## config.mk

```make
export PLATFORM = sky130hd
export DESIGN_NAME = phase_accumulator_cosine_generator_core
export DESIGN_NICKNAME = d
export VERILOG_FILES = /design/src/hdl/pacg_pkg.sv /design/src/hdl/pacg_front.sv /design/src/hdl/pacg_queue.sv /design/src/hdl/pacg_back.sv /design/src/hdl/phase_accumulator_cosine_generator_core.sv
export VERILOG_INCLUDE_DIRS = /design/src /design/src/hdl
export SDC_FILE = /design/constraint.sdc
export NUM_CORES = 2
export LEC_CHECK = 0
export BUFFER_PORTS_ARGS = -buffer_cell sky130_fd_sc_hd__buf_2
export CORE_MARGIN = 10
export CORE_UTILIZATION = 25
export DETAILED_ROUTE_END_ITERATION = 10
export GPL_TIMING_DRIVEN = 0
export SLEW_MARGIN = 20
export SYNTH_ARGS = -nofsm -noshare
export SYNTH_HDL_FRONTEND = slang
export SYNTH_HIERARCHICAL = 1
export SYNTH_SLANG_ARGS = --single-unit
```

## constraint.sdc

```tcl
create_clock -name clock -period 11.4 [get_ports clock]
set_clock_uncertainty 0.15 [all_clocks]
set_input_delay 0.57 -clock clock [delete_from_list [all_inputs] [get_ports clock]]
set_output_delay 0.57 -clock clock [all_outputs]
set_load 0.005 [all_outputs]
```

## src/hdl/phase_accumulator_cosine_generator_core_macros.svh

```systemverilog
// Assertion helpers shared by the core
`ifndef PHASE_ACCUMULATOR_COSINE_GENERATOR_CORE_MACROS_SVH
`define PHASE_ACCUMULATOR_COSINE_GENERATOR_CORE_MACROS_SVH

// same-cycle implication, clocked on clock, off during reset
`define PACG_ASSERT_NOW(lbl, ante, cons) \
   lbl: assert property (@(posedge clock) disable iff (reset) (ante) |-> (cons)) \
      else $error("pacg: same-cycle check failed");

// next-cycle implication
`define PACG_ASSERT_NEXT(lbl, ante, cons) \
   lbl: assert property (@(posedge clock) disable iff (reset) (ante) |=> (cons)) \
      else $error("pacg: next-cycle check failed");

`endif

```

## src/hdl/pacg_pkg.sv

```systemverilog
package pacg_pkg;

   // phase is carried between front and back left-aligned in 48 bits
   localparam int PH48_W = 48;

   localparam int TAB_DEPTH = 16;
   localparam int TAB_IDX_W = $clog2(TAB_DEPTH);
   localparam int MAG_W = 15;

   localparam int Q_DEPTH = 2;
   localparam int Q_PTR_W = $clog2(Q_DEPTH);
   localparam int Q_CNT_W = $clog2(Q_DEPTH + 1);

   // shared multiplier operand widths
   localparam int MUL_A_W = 31;
   localparam int MUL_B_W = 19;
   localparam int PROD_W = MUL_A_W + MUL_B_W;

   localparam logic [MUL_B_W-1:0] TWO_PI_Q16 = 19'd411775;
   localparam logic [MUL_B_W-1:0] INV24_Q16 = 19'd2731;

   localparam logic METHOD_TABLE = 1'b0;
   localparam logic METHOD_TAYLOR = 1'b1;

   typedef struct packed {
      logic method;
      logic [PH48_W-1:0] ph48;
   } pacg_item_type;

   typedef struct packed {
      logic full;
      logic empty;
   } pacg_qstat_type;

   typedef enum logic [2:0] {
      ST_IDLE,
      ST_MULX,
      ST_SQX,
      ST_SQT2,
      ST_INV24,
      ST_FIN
   } pacg_state_type;

   // cos(i*pi/32) in Q1.15, first entry saturated
   function automatic logic [MAG_W-1:0] pacg_quarter(input logic [TAB_IDX_W-1:0] idx);
      logic [MAG_W-1:0] v;
      case (idx)
         4'd0: v = 15'd32767;
         4'd1: v = 15'd32610;
         4'd2: v = 15'd32138;
         4'd3: v = 15'd31357;
         4'd4: v = 15'd30274;
         4'd5: v = 15'd28899;
         4'd6: v = 15'd27246;
         4'd7: v = 15'd25330;
         4'd8: v = 15'd23170;
         4'd9: v = 15'd20788;
         4'd10: v = 15'd18205;
         4'd11: v = 15'd15447;
         4'd12: v = 15'd12540;
         4'd13: v = 15'd9512;
         4'd14: v = 15'd6393;
         4'd15: v = 15'd3212;
         default: v = 15'd0;
      endcase
      return v;
   endfunction

endpackage

```

## src/hdl/pacg_front.sv

```systemverilog
module pacg_front #(
   parameter int PHASE_BITS = 32
) (
   input  logic                   clock,
   input  logic                   reset,
   input  logic                   req_valid,
   input  logic [31:0]            req_phase_step,
   input  logic                   csr_wr,
   input  logic                   csr_method,
   input  pacg_pkg::pacg_qstat_type qstat,
   output logic                   push,
   output pacg_pkg::pacg_item_type item
);

   logic [PHASE_BITS-1:0] phase_ff, phase_in;
   logic                  method_ff, method_in;

   assign push = req_valid && !qstat.full;

   // size cast drops or zero-fills the step to the accumulator width
   always_comb begin
      phase_in = phase_ff;
      if (push) begin
         phase_in = phase_ff + PHASE_BITS'(req_phase_step);
      end
   end

   assign method_in = csr_wr ? csr_method : method_ff;

   always_ff @(posedge clock) begin
      if (reset) begin
         phase_ff <= '0;
         method_ff <= pacg_pkg::METHOD_TABLE;
      end else begin
         phase_ff <= phase_in;
         method_ff <= method_in;
      end
   end

   always_comb begin
      item.method = method_ff;
      item.ph48 = pacg_pkg::PH48_W'(phase_in) << (pacg_pkg::PH48_W - PHASE_BITS);
   end

endmodule

```

## src/hdl/pacg_queue.sv

```systemverilog
module pacg_queue (
   input  logic                    clock,
   input  logic                    reset,
   input  logic                    push,
   input  pacg_pkg::pacg_item_type push_item,
   input  logic                    pop,
   output pacg_pkg::pacg_item_type head,
   output pacg_pkg::pacg_qstat_type qstat
);

   pacg_pkg::pacg_item_type            ent_ff [pacg_pkg::Q_DEPTH];
   logic [pacg_pkg::Q_PTR_W-1:0]       wr_ptr_ff, wr_ptr_in;
   logic [pacg_pkg::Q_PTR_W-1:0]       rd_ptr_ff, rd_ptr_in;
   logic [pacg_pkg::Q_CNT_W-1:0]       cnt_ff, cnt_in;

   always_comb begin
      wr_ptr_in = push ? wr_ptr_ff + 1'b1 : wr_ptr_ff;
      rd_ptr_in = pop ? rd_ptr_ff + 1'b1 : rd_ptr_ff;
      cnt_in = cnt_ff;
      if (push && !pop) begin
         cnt_in = cnt_ff + 1'b1;
      end else if (pop && !push) begin
         cnt_in = cnt_ff - 1'b1;
      end
   end

   always_ff @(posedge clock) begin
      if (reset) begin
         wr_ptr_ff <= '0;
         rd_ptr_ff <= '0;
         cnt_ff <= '0;
      end else begin
         wr_ptr_ff <= wr_ptr_in;
         rd_ptr_ff <= rd_ptr_in;
         cnt_ff <= cnt_in;
      end
   end

   always_ff @(posedge clock) begin
      if (push) begin
         ent_ff[wr_ptr_ff] <= push_item;
      end
   end

   assign head = ent_ff[rd_ptr_ff];
   assign qstat.full = (cnt_ff == pacg_pkg::Q_CNT_W'(pacg_pkg::Q_DEPTH));
   assign qstat.empty = (cnt_ff == '0);

endmodule

```

## src/hdl/pacg_back.sv

```systemverilog
module pacg_back (
   input  logic                     clock,
   input  logic                     reset,
   input  pacg_pkg::pacg_qstat_type qstat,
   input  pacg_pkg::pacg_item_type  head,
   output logic                     pop,
   input  logic                     rsp_stall,
   output logic                     rsp_valid,
   output logic signed [15:0]       rsp_sample
);

   pacg_pkg::pacg_state_type state_ff, state_in;

   logic [pacg_pkg::MUL_A_W-1:0] tsh_ff;
   logic                         neg_ff;
   logic [pacg_pkg::PROD_W-1:0]  prod_ff;
   logic [17:0]                  t2_ff;
   logic                         rsp_valid_ff, rsp_valid_in;
   logic signed [15:0]           sample_ff;

   logic                         out_free;
   logic                         out_load;
   logic signed [15:0]           out_val;
   logic                         tay_load;
   logic                         t2_load;
   logic [pacg_pkg::MUL_A_W-1:0] mul_a;
   logic [pacg_pkg::MUL_B_W-1:0] mul_b;

   // head decode: fold into first quadrant and table lookup
   logic [1:0]                     quad;
   logic [46:0]                    low, t48;
   logic [pacg_pkg::MUL_A_W-1:0]   tsh_new;
   logic                           tay_neg;
   logic [pacg_pkg::TAB_IDX_W-1:0] r, tidx;
   logic [pacg_pkg::MAG_W-1:0]     tmag;
   logic signed [15:0]             tab_val;

   // back-end arithmetic
   logic [pacg_pkg::PROD_W-1:0] rnd32, rnd16;
   logic [16:0]                 x;
   logic [17:0]                 t2;
   logic [18:0]                 t4;
   logic [14:0]                 term;
   logic [18:0]                 half_t2;
   logic signed [18:0]          c;
   logic [17:0]                 cu;
   logic [18:0]                 cinc;
   logic [17:0]                 s;
   logic [pacg_pkg::MAG_W-1:0]  smag;
   logic signed [15:0]          tay_val;

   assign out_free = !rsp_valid_ff || !rsp_stall;

   always_comb begin
      quad = head.ph48[47:46];
      low = head.ph48[46:0];
      // odd quadrants measure back from the next axis
      t48 = quad[0] ? 47'd0 - low : low;
      tsh_new = t48[46:16];
      tay_neg = quad[1] ^ quad[0];
      r = head.ph48[45 -: pacg_pkg::TAB_IDX_W];
      tidx = quad[0] ? pacg_pkg::TAB_IDX_W'(pacg_pkg::TAB_DEPTH - 1) - r : r;
      tmag = pacg_pkg::pacg_quarter(tidx);
      tab_val = tay_neg ? -$signed({1'b0, tmag}) : $signed({1'b0, tmag});
   end

   always_comb begin
      rnd32 = prod_ff + (pacg_pkg::PROD_W'(1) << 31);
      rnd16 = prod_ff + (pacg_pkg::PROD_W'(1) << 15);
      x = rnd32[48:32];
      t2 = rnd16[33:16];
      t4 = rnd16[34:16];
      term = rnd16[30:16];
      half_t2 = (19'(t2_ff) + 19'd1) >> 1;
      c = 19'sd65536 - $signed(half_t2) + $signed({4'd0, term});
      cu = c[18] ? 18'd0 : c[17:0];
      cinc = 19'(cu) + 19'd1;
      s = cinc[18:1];
      smag = (s > 18'd32767) ? 15'h7fff : s[14:0];
      tay_val = neg_ff ? -$signed({1'b0, smag}) : $signed({1'b0, smag});
   end

   // next state
   always_comb begin
      state_in = state_ff;
      case (state_ff)
         pacg_pkg::ST_IDLE: begin
            if (!qstat.empty && head.method == pacg_pkg::METHOD_TAYLOR) begin
               state_in = pacg_pkg::ST_MULX;
            end
         end
         pacg_pkg::ST_MULX: state_in = pacg_pkg::ST_SQX;
         pacg_pkg::ST_SQX: state_in = pacg_pkg::ST_SQT2;
         pacg_pkg::ST_SQT2: state_in = pacg_pkg::ST_INV24;
         pacg_pkg::ST_INV24: state_in = pacg_pkg::ST_FIN;
         pacg_pkg::ST_FIN: begin
            if (out_free) begin
               state_in = pacg_pkg::ST_IDLE;
            end
         end
         default: state_in = pacg_pkg::ST_IDLE;
      endcase
   end

   // outputs of the sequencer
   always_comb begin
      pop = 1'b0;
      out_load = 1'b0;
      out_val = tab_val;
      tay_load = 1'b0;
      t2_load = 1'b0;
      mul_a = '0;
      mul_b = '0;
      case (state_ff)
         pacg_pkg::ST_IDLE: begin
            if (!qstat.empty) begin
               if (head.method == pacg_pkg::METHOD_TAYLOR) begin
                  pop = 1'b1;
                  tay_load = 1'b1;
               end else if (out_free) begin
                  pop = 1'b1;
                  out_load = 1'b1;
               end
            end
         end
         pacg_pkg::ST_MULX: begin
            mul_a = tsh_ff;
            mul_b = pacg_pkg::TWO_PI_Q16;
         end
         pacg_pkg::ST_SQX: begin
            mul_a = pacg_pkg::MUL_A_W'(x);
            mul_b = pacg_pkg::MUL_B_W'(x);
         end
         pacg_pkg::ST_SQT2: begin
            t2_load = 1'b1;
            mul_a = pacg_pkg::MUL_A_W'(t2);
            mul_b = pacg_pkg::MUL_B_W'(t2);
         end
         pacg_pkg::ST_INV24: begin
            mul_a = pacg_pkg::MUL_A_W'(t4);
            mul_b = pacg_pkg::INV24_Q16;
         end
         pacg_pkg::ST_FIN: begin
            out_val = tay_val;
            out_load = out_free;
         end
         default: begin
            pop = 1'b0;
         end
      endcase
   end

   always_comb begin
      rsp_valid_in = rsp_valid_ff && rsp_stall;
      if (out_load) begin
         rsp_valid_in = 1'b1;
      end
   end

   always_ff @(posedge clock) begin
      if (reset) begin
         state_ff <= pacg_pkg::ST_IDLE;
         rsp_valid_ff <= 1'b0;
      end else begin
         state_ff <= state_in;
         rsp_valid_ff <= rsp_valid_in;
      end
   end

   always_ff @(posedge clock) begin
      // the t^4/24 product is still needed while a finished sample waits
      if (state_ff != pacg_pkg::ST_FIN) begin
         prod_ff <= mul_a * mul_b;
      end
      if (tay_load) begin
         tsh_ff <= tsh_new;
         neg_ff <= tay_neg;
      end
      if (t2_load) begin
         t2_ff <= t2;
      end
      if (out_load) begin
         sample_ff <= out_val;
      end
   end

   assign rsp_valid = rsp_valid_ff;
   assign rsp_sample = sample_ff;

endmodule

```

## src/hdl/phase_accumulator_cosine_generator_core.sv

```systemverilog
// Cosine NCO. Each accepted item adds req_phase_step to a PHASE_BITS-wide phase
// accumulator (a full turn is 2^PHASE_BITS) and returns cos(phase) in Q1.15,
// limited to +-32767. csr_method 0 selects a 16-entry quarter-wave table with
// quadrant mirroring, 1 a three-term Taylor series evaluated in Q2.16; write it
// only while the block is idle. The front end updates the phase in the cycle
// an item is taken and hands it through a two-entry queue to the back end.
// A table item is looked up and registered straight from ST_IDLE, so table samples
// stream at one per clock while the output is not stalled. A Taylor item passes
// through ST_MULX, ST_SQX, ST_SQT2, ST_INV24 and ST_FIN: one shared 31x19 multiplier forms
// the radian scaling, t^2, t^4 and the t^4/24 product one after another, then
// the sum is rounded and clamped in ST_FIN. csr_ready is always high.
`include "phase_accumulator_cosine_generator_core_macros.svh"

module phase_accumulator_cosine_generator_core #(
   parameter int PHASE_BITS = 32
) (
   input  logic               clock,
   input  logic               reset,
   input  logic               req_valid,
   output logic               req_stall,
   input  logic [31:0]        req_phase_step,
   output logic               rsp_valid,
   input  logic               rsp_stall,
   output logic signed [15:0] rsp_sample,
   input  logic               csr_valid,
   output logic               csr_ready,
   input  logic               csr_method
);

   pacg_pkg::pacg_item_type  push_item, head;
   pacg_pkg::pacg_qstat_type qstat;
   logic                     push, pop;

   assign csr_ready = 1'b1;
   assign req_stall = qstat.full;

   pacg_front #(
      .PHASE_BITS(PHASE_BITS)
   ) u_front (
      .clock(clock),
      .reset(reset),
      .req_valid(req_valid),
      .req_phase_step(req_phase_step),
      .csr_wr(csr_valid && csr_ready),
      .csr_method(csr_method),
      .qstat(qstat),
      .push(push),
      .item(push_item)
   );

   pacg_queue u_queue (
      .clock(clock),
      .reset(reset),
      .push(push),
      .push_item(push_item),
      .pop(pop),
      .head(head),
      .qstat(qstat)
   );

   pacg_back u_back (
      .clock(clock),
      .reset(reset),
      .qstat(qstat),
      .head(head),
      .pop(pop),
      .rsp_stall(rsp_stall),
      .rsp_valid(rsp_valid),
      .rsp_sample(rsp_sample)
   );

   `PACG_ASSERT_NOW(a_queue_state, 1'b1, !(qstat.full && qstat.empty))
   `PACG_ASSERT_NEXT(a_push_lands, req_valid && !req_stall, !qstat.empty)
   `PACG_ASSERT_NOW(a_pop_has_item, pop, !qstat.empty)
   `PACG_ASSERT_NOW(a_sample_range, rsp_valid, rsp_sample != 16'sh8000)

endmodule
```

# [Word level (Yosys, flattened, before mapping)]
# Memories as Yosys holds them, arrays and structs flattened. A register that Yosys moved wholly into a read port is not among the register bits.
# Index checks and enable logic that the tools add are counted.
[totals] n_memories=2 rom_bits=240 ram_bits=66 register_bits=156 out_inout_bits=19
[mem_list] name="(no name shown)" words=16 width=15 rd=1 rd_ports_with_merged_regs=0 wr=0 line="pacg_pkg.sv:47" source="case (idx)"
[mem_list] name="u_queue.ent_ff" words=2 width=33 rd=1 rd_ports_with_merged_regs=1 wr=1 line="pacg_queue.sv:11" source="pacg_pkg::pacg_item_type ent_ff [pacg_pkg::Q_DEPTH];"
[classes] multipliers=1 n_bitwise=1 eq_ne=9 add_sub_neg=15 n_mux=31 magnitude_cmp=1 reduce_logical=16
[op_table] op="one-hot mux 31 bit (4 select lines)" n=1
[op_table] op="one-hot mux 19 bit (4 select lines)" n=1
[op_table] op="adder 49 x 32 -> 49 bit, second input constant" n=1
[op_table] op="multiplier 31 x 19 -> 49 bit" n=1
[op_table] op="2-to-1 mux 16 bit" n=3
[op_table] op="subtractor 1 x 47 -> 47 bit, first input constant" n=1
[op_table] op="2-to-1 mux 46 bit" n=1
[op_table] op="adder 18 x 1 -> 19 bit, second input constant" n=2
[op_table] op="adder 35 x 16 -> 35 bit, second input constant" n=1
[op_table] op="adder 32 bit" n=1
[op_table] op="2-to-1 mux 32 bit" n=1
[op_table] op="negator 15 -> 16 bit" n=2
[op_table] op="adder 19 x 16 -> 19 bit" n=1
[op_table] op="subtractor 17 x 18 -> 19 bit, first input constant" n=1
[op_table] op="> comparator 18 x 15 -> 1 bit, second input constant" n=1
[op_table] op="2-to-1 mux 18 bit" n=1
[op_table] op="one-hot mux 3 bit (6 select lines)" n=1
[op_table] op="2-to-1 mux 1 bit" n=15
[op_table] op="2-to-1 mux 15 bit" n=1
[op_table] op="== test 3 x 2 -> 1 bit, second input constant" n=2
[op_table] op="== test 3 bit, second input constant" n=2
[op_table] op="logical NOT 1 bit" n=6
[op_table] op="2-to-1 mux 3 bit" n=2
[op_table] op="logical AND 1 bit" n=5
[op_table] op="other kinds (17)" n=20

# [Logic depth before layout (Yosys ltp)]
[logic_depth] ltp_word=10 mapped_depth=36 depth_no_buf=35

# [By module]
# The synthesis kept the hierarchy.
[modules_own_cells] module="pacg_back" instances=1 area_per_inst_um2=25057.8 cells_per_inst=2827
[modules_own_cells] module="pacg_queue" instances=1 area_per_inst_um2=3739.8 cells_per_inst=174
[modules_own_cells] module="pacg_front" instances=1 area_per_inst_um2=3110.5 cells_per_inst=424
[modules_own_cells] module="phase_accumulator_cosine_generator_core" instances=1 area_per_inst_um2=11.3 cells_per_inst=2

# [Worst setup path after synthesis]
# No wires, ideal clock.
[synth_path] kind="flip-flop to flip-flop" startpoint="reg u_back/prod_ff[35] (netlist name)" endpoint="reg u_back/prod_ff[47] (netlist name), data pin" setup_time_ns=0.258 synth_period_minus_slack_ns=8.277 slack_ns=3.123 n_path_buf=3 required_time_ns=10.992 stages_incl_launch_ff=33 t_arrival_ns=7.870 cell_sequence="edfxtp_1 and3_1 and3_1 and4_1 nand3_1 or3_1 a21oi_1 a211o_1 clkbuf_1 clkbuf_1 nand2_1 fa_1 inv_1 fa_1 fa_1 fa_1 fa_1 inv_1 fa_1 inv_1 ha_1 clkbuf_1 a21o_1 a21o_1 a21oi_1 nand2_1 o21a_1 a21o_1 a41o_1 a31oi_1 o21ai_0 a21oi_1 xnor2_1"
[synth_via] elab_chain_len=3 elab_cells_between_ends=4
[synth_rtl] item="start, declared" line="pacg_back.sv:16" source="logic [pacg_pkg::PROD_W-1:0] prod_ff;"
[synth_rtl] item="start signal, assigned" line="pacg_back.sv:173" source="prod_ff <= mul_a * mul_b;"
[synth_rtl] item="adder 49 x 32 -> 49 bit *" line="pacg_back.sv:68" source="rnd32 = prod_ff + (pacg_pkg::PROD_W'(1) << 31);"
[synth_rtl] item="one-hot mux 31 bit (4 select lines) / one-hot mux 19 bit (4 select lines) (equally long branches)" line="pacg_back.sv:114" source="case (state_ff)"
[synth_rtl] item="multiplier 31 x 19 -> 49 bit *" line="pacg_back.sv:173"
# Mark *: on every way between the ends. The rest lies on a longest branch, timed or not.
# A chain may end at the register's enable or synchronous reset.

# [Worst setup path after layout]
[layout_path] startpoint="reg u_back/prod_ff[15] (netlist name)" endpoint="reg u_back/prod_ff[48] (netlist name), data pin"
[layout_via] elab_chain_len=3 elab_cells_between_ends=5
[layout_rtl] item="adder 35 x 16 -> 35 bit *" line="pacg_back.sv:69" source="rnd16 = prod_ff + (pacg_pkg::PROD_W'(1) << 15);"
[layout_rtl] item="named net u_back.rnd16, one bit" line="pacg_back.sv:39" source="logic [pacg_pkg::PROD_W-1:0] rnd32, rnd16;"
[layout_rtl] item="one-hot mux 31 bit (4 select lines) / one-hot mux 19 bit (4 select lines) (equally long branches)" line="pacg_back.sv:114"
[layout_rtl] item="multiplier 31 x 19 -> 49 bit *" line="pacg_back.sv:173"
# The timed path passes the listed nets; every way through them passes the cells marked *.

==> flow_summary.yaml <==
clock_tree:
  cts.repair.resized: 0
  post_cts_buffers: 0
  cts_root_buf: "clkbuf_16"
  clk_pin_slew_ns: 0.07
  clock_path_buffers: 3
  htree_levels: 1
  cts_made_buffers: 30
  cts.sinks: 240
  postCtsHoldBufs: 0
  cts_tree: "yes"
  clock_latency_ns: 0.60
sta:
  period_needed_ns: 10.56
  drv_slew: 0
  period_share_pct: 92.6
  tns_ns: 0
  worstMarginPinSlew_ns: 1.17
  finalSetupViolCount: 0
  hold_viol: 0
  slew_headroom_pct: 21.2
  grt_setup_unrepaired: "false"
  fmax_mhz: 94.7
worst_setup_path:
  reg2reg_slack_ns: 0.84
  cp.depth: 32
  worstSetupPathType: "reg2reg"
  timing.rr.end: "u_back/prod_ff[48]$_DFFE_PN_"
  r2r_cells: 32
  path_buf_inv: 6
  critPathSlowestCell: "o22ai_1"
  crit_end: "u_back/prod_ff[48]$_DFFE_PN_"
  crit_required_ns: 11.56
  crit_path_start: "u_back/prod_ff[15]$_DFFE_PN_"
  cp-start-kind: "flop"
  cp-end-kind: "flop"
  cp_max_fo: 10
  arrival_ns: 10.72
  crit_path_frequent_cell: "fa_1"
  path_delay_family: "adder cells"
  max_stage_delay_ns: 0.77
  r2r_start: "u_back/prod_ff[15]$_DFFE_PN_"
place:
  portBuffers: 55
  place_congestion: 0.937
  dpl.hpwl_um: 71700
routing:
  ant_nets: 0
  vias: 23847
  routed_wl_um: 85300
  drc_errors: 0
  routedWlPerCell_um: 16.0
  routed.top_layer: "met4"
  wl_met2_um: 39700
  dr.pass1.iters: 5
  drt-met1-wl_um: 36500
  dr_wl_met3_um: 5880
  avgViaCountPerCell: 4.48
  first_iter_violations: 1500
global_routing:
  grt.overflow.total: 0
  antenna_found_initial: 3
  grt_pass1_vias: 24701
  grtUsageTotal_pct: 12.0
  grt_pass1_wl_um: 137000
  grt_max_degree: 50
floorplan:
  initial_utilization_pct: 25.1
  die_w_um: 377
  dieArea_um2: 142000
  ioPinCount: 57
  core_area_um2: 127000
  rows: 131
  die_y_um: 377
logic_synthesis:
  ys_types: 94
  async_flop_share_pct: 0
  ys_seq_area_share_pct: 21.3
  synthTopCellsByArea: "fa_1, edfxtp_1, inv_1, ha_1, nand2_1"
  avgSynthCellArea_um2: 9.31
  synth_warnings: 6
  synth_area_um2: 31900
  yosysTopAreaCellShare_pct: 30.9
  synth_edf_count: 198
  ys.flop_type: "edfxtp_1"
  ys_seq_elements: 240
  syn_inst: 3427
  synth_top_cell_by_area: "fa_1"
layout:
  syn2layout_area_growth_pct: 12.4
  final_cell_mix: "inv_1, fa_1, nand2_1, nor2_1, edfxtp_1"
  final_common_cell: "inv_1"
  fillers: 13464
  drive_gt1_share_pct: 6.97
  nets: 4353
job:
  cap_violations: 0
min_path:
  hold_path.class: "in2reg"
status:
  status: "finished, final reports clean"
[per-layer routing]
metal,track usage (%),up-vias
li1,-,11178
met1,15.5,11728
met2,20.1,763
met3,2.11,178
met4,3.85,0
met5,0,-
[final cells by class]
cell class | instances | area, um2 | share of cell area (%)
Multi-Input combinational cell | 2454 | 22300 | 62.3
Sequential cell | 240 | 6790 | 18.9
Inverter | 717 | 2690 | 7.50
Tap cell | 1662 | 2080 | 5.80
Clock buffer | 30 | 751 | 2.09
Buffer | 131 | 598 | 1.67
Timing Repair Buffer | 65 | 412 | 1.15
Clock inverter | 24 | 224 | 0.624
Antenna cell | 1 | 2.50 | 0.00697
[tightest hold or removal path: stages]
cell and delay, ns:
buf_2 0.07, mux2i_1 0.05, nor2_1 0.09
[registers in the layout, summed over array words and instances, names as in the netlist, named ones only]
signal / flops
u_queue/ent_ff: 98
u_back/t2_ff: 18
u_back/rsp_valid: 1
u_back/state_ff: 3
u_back/neg_ff: 1
u_queue/rd_ptr_ff: 1
u_back/tsh_ff: 31
u_back/rsp_sample: 16
u_back/prod_ff: 34
u_front/phase_ff: 32
u_queue/wr_ptr_ff: 1
u_queue/cnt_ff: 2
u_front/method_ff: 1
[logic make-up after synthesis]
group	synth area share (%)
other cells	0.0470
fa+ha+maj	38.1
simple gates	13.6
xor+xnor	5.19
compound gates	9.38
mux	2.12
flops	21.3
buf+inv	10.3
[synth_stat cells (5+ instances only)]
master      n
and2_1     58
dfxtp_1    42
a221oi_1    6
mux2i_1     8
a31oi_1    16
buf_4      19
mux2_2     52
buf_1       8
o21a_1     13
and4_1      5
o21ai_1    10
o31ai_1    15
or3_1      18
ha_1      184
o21bai_1   14
or4_1       6
nor3b_1     9
o211a_1     5
a21oi_1   130
nor4_1     15
buf_2       6
or2_2      19
o22ai_1     6
a211oi_1   21
edfxtp_1  198
a21o_1     34
nand2b_1   15
fa_1      492
xnor2_1   130
nor2b_1    35
o21ai_0    98
inv_1     714
nand4_1    28
a211o_1    16
nor3_1     34
nand2_1   387
clkbuf_1   93
o211ai_1   16
nor2_1    245
xor2_1     59
nand3_1    39
and3_1     19
[stage by stage]
stage          utilization (%)  setup slack [ns]  cells  area [um2]  hold slack [ns]
6_report                  28.2             0.840   5324       35900           0.0709
5_1_grt                   28.2             0.401   5323       35900           0.0891
4_1_cts                   28.2             0.874   5323       35900           0.0477
3_5_place_dp              27.4             0.898   5269       34900            0.326
3_3_place_gp              27.3             0.832   5259       34700            0.321
2_1_floorplan                -              3.12   3542       32400            0.308
[worst min path at each step]
stage	slack, ns	end	start	cells past startpoint
floorplan	0.31	u_front/phase_ff[10]$_SDFF_PP0_	u_front/phase_ff[10]$_SDFF_PP0_	2
global placement	0.32	u_front/phase_ff[0]$_SDFF_PP0_	u_front/phase_ff[0]$_SDFF_PP0_	2
detailed placement	0.33	u_front/phase_ff[0]$_SDFF_PP0_	u_front/phase_ff[0]$_SDFF_PP0_	2
CTS	0.05	u_front/method_ff$_SDFFE_PP0P_	csr_method	3
global route	0.09	u_front/method_ff$_SDFFE_PP0P_	csr_method	3
finish	0.07	u_front/method_ff$_SDFFE_PP0P_	csr_method	3
Power is not shown: default switching activity piles up to over one toggle a cycle in this logic, so the estimate is an artifact.
